**src/rtl/core/three_term_recurrence_checksum_unit_macros.svh**
```systemverilog
// Assertion macros shared by the checksum unit RTL.
`ifndef THREE_TERM_RECURRENCE_CHECKSUM_UNIT_MACROS_SVH
`define THREE_TERM_RECURRENCE_CHECKSUM_UNIT_MACROS_SVH

// Same-cycle implication, checked on the clock edge and disabled in reset.
`define TTRC_ASSERT_NOW(lbl, clk_sig, rstn_sig, ante, cons, msg) \
    lbl: assert property (@(posedge clk_sig) disable iff (!(rstn_sig)) \
        (ante) |-> (cons)) else $error(msg);

// Next-cycle implication, checked on the clock edge and disabled in reset.
`define TTRC_ASSERT_NEXT(lbl, clk_sig, rstn_sig, ante, cons, msg) \
    lbl: assert property (@(posedge clk_sig) disable iff (!(rstn_sig)) \
        (ante) |=> (cons)) else $error(msg);

`endif

```
**src/rtl/core/ttrc_pkg.sv**
```systemverilog
// Types, constants and coefficient functions for the recurrence checksum unit.
package ttrc_pkg;

    localparam logic [15:0] MODULUS      = 16'hFFFF;
    localparam logic [15:0] FIRST_OFFSET = 16'd7;
    localparam logic [15:0] COEF_A       = 16'd17;
    localparam logic [15:0] COEF_B       = 16'd31;
    localparam logic [15:0] OLDER_INIT   = 16'd1;
    localparam logic [15:0] NEWER_INIT   = 16'd1;
    // A multiple of the modulus larger than any product, plus one, used to fold
    // a negative difference (wrapped modulo 2^64) back into a positive value.
    localparam logic [24:0] WRAP_BIAS    = 25'(65535 * 512 + 1);

    typedef struct packed {
        logic [15:0] older;
        logic [15:0] newer;
        logic [7:0]  position;
        logic        first;
    } term_state_t;

    function automatic logic [7:0] coef_a(input logic [7:0] pos);
        logic [15:0] prod;
        prod = {8'd0, pos} * COEF_A;
        return prod[7:0];
    endfunction

    function automatic logic [7:0] coef_b(input logic [7:0] pos);
        logic [15:0] prod;
        prod = {8'd0, pos} * COEF_B;
        return prod[7:0];
    endfunction

endpackage

```
**src/rtl/core/ttrc_term.sv**
```systemverilog
// Combinational next-term computation of the recurrence modulo 65535.
module ttrc_term
(
    input  logic [7:0]               data_byte,
    input  ttrc_pkg::term_state_t    state,
    output logic [15:0]              next_term
);

    logic [8:0]  a_coef;
    logic [7:0]  b_coef;
    logic [24:0] plus;
    logic [24:0] minus;
    logic        is_neg;
    logic [24:0] folded;
    logic [16:0] partial;

    always_comb
    begin
        a_coef = {1'b0, data_byte} + {1'b0, ttrc_pkg::coef_a(state.position)};
        b_coef = ttrc_pkg::coef_b(state.position);
        plus   = {16'd0, a_coef} * {9'd0, state.newer};
        minus  = {17'd0, b_coef} * {9'd0, state.older};
        is_neg = plus < minus;
        // A negative difference is congruent to one minus its magnitude.
        if (is_neg)
        begin
            folded = ttrc_pkg::WRAP_BIAS - (minus - plus);
        end
        else
        begin
            folded = plus - minus;
        end
        // 2^16 is 1 modulo 65535, so the high bits fold onto the low half.
        partial = {1'b0, folded[15:0]} + {8'd0, folded[24:16]};
        if (partial >= {1'b0, ttrc_pkg::MODULUS})
        begin
            next_term = 16'(partial - {1'b0, ttrc_pkg::MODULUS});
        end
        else
        begin
            next_term = partial[15:0];
        end
    end

endmodule

```
**src/rtl/core/three_term_recurrence_checksum_unit.sv**
```systemverilog
// Three-term recurrence checksum over a byte stream; each message yields one checksum beat.
// An input beat is registered; when it advances, the terms update and a final byte loads the result.
// One byte per cycle unless a final byte stalls; the term update loops through the state register.
// Only a final byte can stall on a full output register; other bytes always proceed.
// Reset (rst_n low, asynchronous) clears the valid flags and returns the terms to
// older = 1, newer = 1, position 0, awaiting the first byte of a message.
`include "three_term_recurrence_checksum_unit_macros.svh"

module three_term_recurrence_checksum_unit
(
    input  logic        clk,
    input  logic        rst_n,
    input  logic        s_tvalid,
    output logic        s_tready,
    input  logic [7:0]  s_tdata,   // [7:0] data_byte
    input  logic        s_tlast,   // last_byte
    output logic        m_tvalid,
    input  logic        m_tready,
    output logic [15:0] m_tdata    // [15:0] checksum
);

    logic                   in_valid_reg;
    logic [7:0]             in_byte_reg;
    logic                   in_last_reg;
    ttrc_pkg::term_state_t  state_reg;
    ttrc_pkg::term_state_t  state_next;
    logic                   out_valid_reg;
    logic [15:0]            out_data_reg;
    logic [15:0]            term;
    logic                   advance;
    logic                   in_take;

    ttrc_term u_term
    (
        .data_byte (in_byte_reg),
        .state     (state_reg),
        .next_term (term)
    );

    // A final byte waits only if the output register still holds an untaken beat.
    assign advance  = in_valid_reg && (!in_last_reg || !out_valid_reg || m_tready);
    assign s_tready = !in_valid_reg || advance;
    assign in_take  = s_tvalid && s_tready;
    assign m_tvalid = out_valid_reg;
    assign m_tdata  = out_data_reg;

    always_comb
    begin
        state_next = state_reg;
        if (advance)
        begin
            if (in_last_reg)
            begin
                state_next.older    = ttrc_pkg::OLDER_INIT;
                state_next.newer    = ttrc_pkg::NEWER_INIT;
                state_next.position = 8'd0;
                state_next.first    = 1'b1;
            end
            else if (state_reg.first)
            begin
                state_next.older    = ttrc_pkg::OLDER_INIT;
                state_next.newer    = {8'd0, in_byte_reg} + ttrc_pkg::FIRST_OFFSET;
                state_next.position = 8'd1;
                state_next.first    = 1'b0;
            end
            else
            begin
                state_next.older    = state_reg.newer;
                state_next.newer    = term;
                state_next.position = state_reg.position + 8'd1;
                state_next.first    = 1'b0;
            end
        end
    end

    always_ff @(posedge clk or negedge rst_n)
    begin
        if (!rst_n)
        begin
            in_valid_reg       <= 1'b0;
            out_valid_reg      <= 1'b0;
            state_reg.older    <= ttrc_pkg::OLDER_INIT;
            state_reg.newer    <= ttrc_pkg::NEWER_INIT;
            state_reg.position <= 8'd0;
            state_reg.first    <= 1'b1;
        end
        else
        begin
            state_reg <= state_next;
            if (s_tready)
            begin
                in_valid_reg <= s_tvalid;
            end
            if (advance && in_last_reg)
            begin
                out_valid_reg <= 1'b1;
            end
            else if (m_tready)
            begin
                out_valid_reg <= 1'b0;
            end
        end
    end

    always_ff @(posedge clk)
    begin
        if (in_take)
        begin
            in_byte_reg <= s_tdata;
            in_last_reg <= s_tlast;
        end
        if (advance && in_last_reg)
        begin
            out_data_reg <= state_reg.first ? ({8'd0, in_byte_reg} + ttrc_pkg::FIRST_OFFSET)
                                            : term;
        end
    end

    `TTRC_ASSERT_NEXT(a_last_loads_out, clk, rst_n, advance && in_last_reg, out_valid_reg, "final byte did not produce a checksum beat")
    `TTRC_ASSERT_NEXT(a_last_rearms, clk, rst_n, advance && in_last_reg, state_reg.first, "state not returned to first-byte after a final byte")
    `TTRC_ASSERT_NOW(a_out_in_range, clk, rst_n, out_valid_reg, out_data_reg != ttrc_pkg::MODULUS, "checksum out of range")
    `TTRC_ASSERT_NOW(a_term_in_range, clk, rst_n, !state_reg.first, state_reg.newer != ttrc_pkg::MODULUS, "newer term out of range")

endmodule

```
**config.mk**
```make
export PLATFORM = sky130hd
export DESIGN_NAME = three_term_recurrence_checksum_unit
export DESIGN_NICKNAME = d
export VERILOG_FILES = /design/src/rtl/core/ttrc_pkg.sv /design/src/rtl/core/ttrc_term.sv /design/src/rtl/core/three_term_recurrence_checksum_unit.sv
export VERILOG_INCLUDE_DIRS = /design/src /design/src/rtl/core
export SDC_FILE = /design/constraint.sdc
export NUM_CORES = 1
export LEC_CHECK = 0
export BUFFER_PORTS_ARGS = -buffer_cell sky130_fd_sc_hd__buf_2
export CAP_MARGIN = 30
export CORE_ASPECT_RATIO = 1.2
export CORE_UTILIZATION = 60
export DETAILED_ROUTE_END_ITERATION = 16
export PLACE_DENSITY = 0.82
export SLEW_MARGIN = 20
export SYNTH_ARGS = -nofsm -noshare
export SYNTH_HDL_FRONTEND = slang
export SYNTH_SLANG_ARGS = --single-unit
```
**constraint.sdc**
```tcl
create_clock -name clk -period 13.3 [get_ports clk]
set_input_delay 1.33 -clock clk [delete_from_list [all_inputs] [get_ports clk]]
set_output_delay 1.33 -clock clk [all_outputs]
set_load 0.03 [all_outputs]
```
==> summary.md, run 1 <==
| Metric | Value |
|---|---|
| Detail Placement HPWL | `between 30000 and 40000 um` |
| Final worst hold slack | `588 ps` |
| Initial antenna violation count | `0` |
| DR DRC count | `3` |
| Layout cells sized above 1 | `8.74%` |
| Via-to-Cell Ratio | `6.05` |
| Fin crit period | `12870 ps` |
| GP Congestion | `between 0.9 and 1` |
| Fillers | `2069` |
| Met2 usage | `between 50% and 60%` |
| Core area | `26400 um2` |
| Outcome | `finished with violations` |
| Iteration-0 DRC Markers | `1229` |
| Ys async rst share | `63.2%` |
| Gr ovfl total | `0` |
| CTS tree | `yes` |
| Number of global-route vias before repair | `14042` |
| Kind of critical path | `reg2reg` |
| Final Cycle Share | `96.7%` |
| Die H | `between 150 and 200 um` |
| WP data required | `13570 ps` |
| Pin count of the biggest net entering global routing | `44` |
| Seq. cell area | `~1800 um2` |
| Nets@finish | `2334` |
| Routing usage on met1 | `40.9%` |
| GRT Util Overall | `32.8%` |
| Clk buf depth | `2` |
| EDFF count, synth | `25` |
| Critical path arrival | `13140 ps` |
| Worst setup SP type | `flip-flop` |
| CP max stage cell | `fa_1` |
| Worst Setup End Kind | `flip-flop` |
| Die Wd | `between 150 and 200 um` |
| Initial Util | `61.2%` |
| Top delay family on crit path | `adder cells` |
| Max H-tree Level | `3` |
| Clock Skews | `6.43 ps` |
| Violated checks | `DRC` |
| Most frequent cell on the critical path | `fa_1` |
| Post-route ant nets | `0` |
| Post-cts hold buffer count | `0` |
| Endpoints failing setup | `0` |
| Syn_nets | `roughly 2300` |
| Clk sinks | `68` |
| Clock-pin slew on the worst setup and hold paths | `60 ps` |
| WP buf/inv | `7` |
| Flip-flop count of the largest register after layout | `41` |
| Sequential fraction of the synthesis area | `a little under an eighth` |
| Peak Freq | `just under 80 MHz` |
| Critical path's largest stage delay | `560 ps` |
| Area delta synth->final | `8.01%` |
| Clk_lat worst skew | `340 ps` |
| Max transition margin | `41.5%` |
| Row cnt | `65` |
| Multi-input logic area | `13200 um2` |
| Synth Cell Area | `approximately 16000 um2` |
| TritonCTS Buffers | `9` |
| Drt first pass iters | `12` |
| Diode count | `0` |
| Syn Inst Count | `1903` |
| #FFs+latches synth | `68` |
| Vias | `13723` |
| Slew Limit Fails | `0` |
| Slew @ Worst Pin | `875 ps` |
| Worst Hold Class | `reg2reg` |
| Most used routing layer | `met2` |
| CP max FO | `11` |
| Yosys cell types | `86` |
| Final hold vios | `0` |
| Met3 GRT Util | `approximately 3.2%` |
| First-pass GRT wire length | `71700 um` |
| Setup Total Neg Slack | `0 ps` |
| Prevailing post-synth register cell | `dfrtp_1` |
| Post-Route WL | `between 40000 and 50000 um` |
| WL per Instance | `19.7 um` |
| # IOs | `31` |
| PortBufs | `30` |
| Root buf cell | `clkbuf_16` |
| Syn avg cell area | `roughly 8.5 um2` |
| Yosys warning count | `0` |
| DIE AREA | `27600 um2` |
| Max-cap viol count | `0` |
layout make-up:
| cell class | instances | share of cell area (%) |
|---|---|---|
| inverters | 327 | 7.02 |
| well taps | 335 | 2.40 |
| multi-input cells | 1451 | 75.5 |
| clock inverters | 5 | 0.372 |
| flip-flops and latches | 68 | 10.5 |
| repair buffers | 72 | 2.76 |
| clock buffers | 11 | 1.51 |
metal layers:
metal	vias up	share of wire, %
met5	-	0
met4	0	5.6
met3	144	6.5
met2	593	49
met1	6720	39
li1	6266	-
final timing paths:
check	from	to	slack (ps)	cells after the start
setup / recovery	state_reg[3]$_DFFE_PN0P_	state_reg[13]$_DFFE_PN0P_	430	48
hold / removal	m_tvalid$_DFFE_PN0P_	m_tvalid$_DFFE_PN0P_	590	2
setup reg to reg	state_reg[3]$_DFFE_PN0P_	state_reg[13]$_DFFE_PN0P_	430	48
hold reg to reg	m_tvalid$_DFFE_PN0P_	m_tvalid$_DFFE_PN0P_	590	2
max in group asynchronous	rst_n	state_reg[9]$_DFFE_PN1P_	11880	2
min in group asynchronous	rst_n	state_reg[8]$_DFFE_PN0P_	870	1
layout by cell type, fill, tap and decap left out, drive strengths merged, types with 4 or more instances in the layout:
cell,n
a211oi,11
a21boi,6
a21o,28
a21oi,77
a221o,6
a22o,16
a31oi,15
a41oi,4
and2,136
and3,16
buf,72
clkbuf,11
dfrtp,40
edfxtp,25
fa,205
ha,187
inv,329
mux2i,11
nand2,199
nand2b,15
nand3,36
nand4,14
nor2,85
nor2b,28
nor3,24
nor3b,4
nor4,6
o211ai,12
o21a,9
o21ai,67
o21bai,21
o22ai,4
o31a,5
o31ai,13
or2,12
or3,9
or4,4
xnor2,80
xor2,39
worst register-to-register path: cells and delay by family, from the launching register on:
kind	cells	cell delay [ps]
adders and majority gates	12	5330
AOI/OAI and AO/OA	18	4100
and+or+nand+nor	7	1390
xor gates and xnor gates	4	800
buffers and inverters	7	700
DFF	1	480
stage by stage:
| stage | worst slack [ps] | util [%] | std cells | area, um2 |
|---|---|---|---|---|
| CTS | 4.53 | 65.0 | 2261 | 17200 |
| detailed placement | -485 | 63.5 | 2243 | 16800 |
| global placement | -172 | 63.5 | 2243 | 16800 |
| floorplan | 694 | - | 1903 | 16200 |
| global route | -94.9 | 66.1 | 2269 | 17500 |
| finish | 434 | 66.1 | 2269 | 17500 |
cell families (layout without fill, tap and decap cells):
logic type,count (synthesis),count (layout),share of synthesized area (%)
AOI/OAI and AO/OA,328,329,13.9
adders and majority gates,392,392,39.8
buffers and inverters,385,415,8.99
muxes,13,13,0.819
and+or+nand+nor,598,598,18.7
DFF,68,68,11.3
xor gates and xnor gates,119,119,6.44
cells in the mapped netlist (11+ instances only):
cell / n / share of area, %
o21ai_0: 61 / 1.9
edfxtp_1: 25 / 4.6
a31oi_1: 14 / 0.54
nor2_1: 85 / 2.0
o211ai_1: 12 / 0.56
nand3_1: 36 / 1.1
a21o_1: 28 / 1.3
xnor2_1: 80 / 4.3
o21bai_1: 21 / 0.97
and2_1: 135 / 5.2
nor2b_1: 28 / 1.1
nand2_1: 199 / 4.6
a22o_1: 16 / 0.87
and3_1: 16 / 0.62
dfrtp_1: 40 / 6.2
clkbuf_1: 48 / 1.1
nor3_1: 24 / 0.74
nand2b_1: 15 / 0.58
a21oi_1: 76 / 2.3
xor2_1: 39 / 2.1
o31ai_1: 11 / 0.51
mux2i_1: 11 / 0.68
nand4_1: 13 / 0.50
or2_2: 11 / 0.43
inv_1: 327 / 7.6
fa_1: 205 / 25
ha_1: 187 / 14
timing repair:
item	4_1_cts	5_1_grt
setup buffers	2	6
resized for setup	13	45
cloned	0	1
setup endpoints to repair	32	32
pin swaps	2	9
endpoints found under the hold margin	0	0
Power of run 1 is left out: the tool's default activity adds up to more than one toggle a clock period on the data nets, which glitch-free logic cannot reach.
==> run 2, diff against run 1 <==
--- a/config.mk
+++ b/config.mk
@@ -9,9 +9,9 @@
 export BUFFER_PORTS_ARGS = -buffer_cell sky130_fd_sc_hd__buf_2
 export CAP_MARGIN = 30
 export CORE_ASPECT_RATIO = 1.2
-export CORE_UTILIZATION = 60
+export CORE_UTILIZATION = 36
 export DETAILED_ROUTE_END_ITERATION = 16
-export PLACE_DENSITY = 0.82
+export PLACE_DENSITY = 0.54
 export SLEW_MARGIN = 20
 export SYNTH_ARGS = -nofsm -noshare
 export SYNTH_HDL_FRONTEND = slang
==> run 2 against run 1 <==
Net effect:
- the flow now finishes without violations
- non-clock buffer count down 6
- final cell count up 9.7%
- clock skew up 0.52 ps
- count of clock-buffer cells in the layout up 2
- global-route usage down 12 points
- register-to-register slack better by 230 ps
==> summary.md, run 2 (synthesis results as in run 1) <==
| Metric | Value |
|---|---|
| Outcome | `completed` |
| Multi-input logic area | `13200 um2` |
| Reg-to-reg startpoint | `state_reg[1]$_DFFE_PN0P_` |
| Max H-tree Level | `3` |
| GRT Util Overall | `20.5%` |
| Detail Placement HPWL | `38700 um` |
| Area delta synth->final | `9.12%` |
| DR DRC count | `0` |
| Clk_lat worst skew | `330 ps` |
| RSZ-0062 raised after global routing | `false` |
| Final hold vios | `0` |
| Critical path arrival | `between 10000 and 15000 ps` |
| Slew Limit Fails | `0` |
| Number of instances in the placed design | `2465` |
| Post-route ant nets | `0` |
| Flip-flop count of the largest register after layout | `41` |
| Clk sinks | `between 60 and 70` |
| Pin count of the biggest net entering global routing | `38` |
| Number of global-route vias before repair | `13275` |
| Initial Util | `36.8%` |
| Final Cycle Share | `between 90% and 100%` |
| Initial antenna violation count | `0` |
| CP max FO | `8` |
| CTS tree | `yes` |
| Fillers | `between 4000 and 5000` |
| Worst Setup End Kind | `flip-flop` |
| Via-to-Cell Ratio | `5.28` |
| GP Congestion | `between 0.9 and 1` |
| Reg2reg path depth | `49` |
| Gr ovfl total | `0` |
| Core area | `approximately 44000 um2` |
| Endpoints failing setup | `0` |
| Row cnt | `84` |
| TritonCTS Buffers | `9` |
| Post-Route WL | `46200 um` |
| Hold Path End | `state_reg[8]$_DFFE_PN0P_` |
| Critical path's largest stage delay | `~560 ps` |
| Worst setup SP type | `flip-flop` |
| Commonest cells after routing, fill and taps aside | `inv_1 (327), fa_1 (204), nand2_1 (199), ha_1 (187), and2_1 (135)` |
| Slew @ Worst Pin | `1030 ps` |
| Hold path depth | `1` |
| Fin crit period | `~13000 ps` |
| Peak Freq | `79.1 MHz` |
| Die H | `234 um` |
| # IOs | `31` |
| Max-cap viol count | `0` |
| WL per Instance | `18.6 um` |
| DIE AREA | `45800 um2` |
| Most frequent cell on the critical path | `fa_1` |
| Vias | `13151` |
| Iteration-0 DRC Markers | `696` |
| R2R setup slack | `660 ps` |
| Finished Layout Cells | `2490` |
| Drt first pass iters | `5` |
| Seq. cell area | `1830 um2` |
| Hold_sp | `state_reg[8]$_DFFE_PN0P_` |
| Max transition margin | `31.3%` |
| Layout cells sized above 1 | `7.98%` |
| Fin util | `40.1%` |
| Kind of critical path | `reg2reg` |
| Commonest non-fill, non-tap cell in the layout | `inv_1` |
| Die Wd | `196 um` |
| Clock-pin slew on the worst setup and hold paths | `60 ps` |
| First-pass GRT wire length | `roughly 74000 um` |
| CP max stage cell | `fa_1` |
| WP data required | `13560 ps` |
| Clk buf depth | `2` |
| Nets@finish | `2330` |
| Worst Hold Class | `reg2reg` |
| Reg-to-reg endpoint | `state_reg[13]$_DFFE_PN0P_` |
| Root buf cell | `clkbuf_16` |
| PortBufs | `30` |
| Clock Skews | `a little under 7 ps` |
==> run 2: changes by cell type in the layout (fill, tap and decap cells not counted), moves of 2 or more <==
cell / delta
xnor2_2: -2
a21oi_1: +4
buf_4: -5
a21oi_2: -4
clkinv_4: -2
inv_6: -2
o21ai_1: -3
o21ai_0: +3
clkbuf_8: +2
ha_2: -2
ha_1: +2
==> run 2: critical path, delay by kind of cell (launching register included) <==
family                   cells  cell delay, ps
buffers and inverters        6             520
multiplexers                 1             160
AND/OR/NAND/NOR              8            2020
adder cells (fa/ha/maj)     12            5070
flip-flops                   1             390
AO/OA/AOI/OAI               20            3940
XOR/XNOR                     2             470
==> run 2: what timing repair did <==
action / 4_1_cts / 5_1_grt
cloned: 0 / 3
hold buffers: 0 / 0
gates resized for setup: 4 / 40
setup endpoints to repair: 15 / 32
pin swaps: 0 / 9
setup buffers: 0 / 5
==> run 2: layout make-up <==
type | count | area share [%]
inverters | 327 | 6.95
flip-flops and latches | 68 | 10.4
multi-input cells | 1453 | 74.6
repair buffers | 66 | 2.45
clock inverters | 3 | 0.106
well taps | 559 | 3.96
clock buffers | 13 | 1.53
diodes | 1 | 0.0142
==> run 2: routing by layer <==
metal	global-route usage, %	up-vias	routed length (um)
met5	0	-	0
met1	26.6	6542	19800
li1	-	6255	-
met4	4.87	0	1250
met3	1.24	64	1760
met2	37.2	290	23400
==> run 2: metrics by stage <==
step           hold WS, ps  cell area (um2)  setup TNS (ps)  setup slack, ps
5_1_grt                616            17700               0             46.7
3_5_place_dp           577            17100            -822             -127
3_3_place_gp           564            17000               0              132
4_1_cts                597            17400               0             37.4
2_1_floorplan          464            16200               0              694
6_report               592            17700               0              664
==> run 2: worst max-delay path by stage <==
stage / startpoint / endpoint / slack (ps) / cells after the start
final: state_reg[1]$_DFFE_PN0P_ / state_reg[13]$_DFFE_PN0P_ / 660 / 49
after global routing: state_reg[1]$_DFFE_PN0P_ / m_tdata[3]$_DFFE_PP_ / 50 / 47
after CTS: state_reg[1]$_DFFE_PN0P_ / state_reg[13]$_DFFE_PN0P_ / 40 / 45
after detailed placement: state_reg[1]$_DFFE_PN0P_ / m_tdata[4]$_DFFE_PP_ / -130 / 47
after global placement: state_reg[1]$_DFFE_PN0P_ / state_reg[13]$_DFFE_PN0P_ / 130 / 47
after floorplan: state_reg[1]$_DFFE_PN0P_ / m_tdata[4]$_DFFE_PP_ / 690 / 50
Power of run 2 is left out for the same reason.
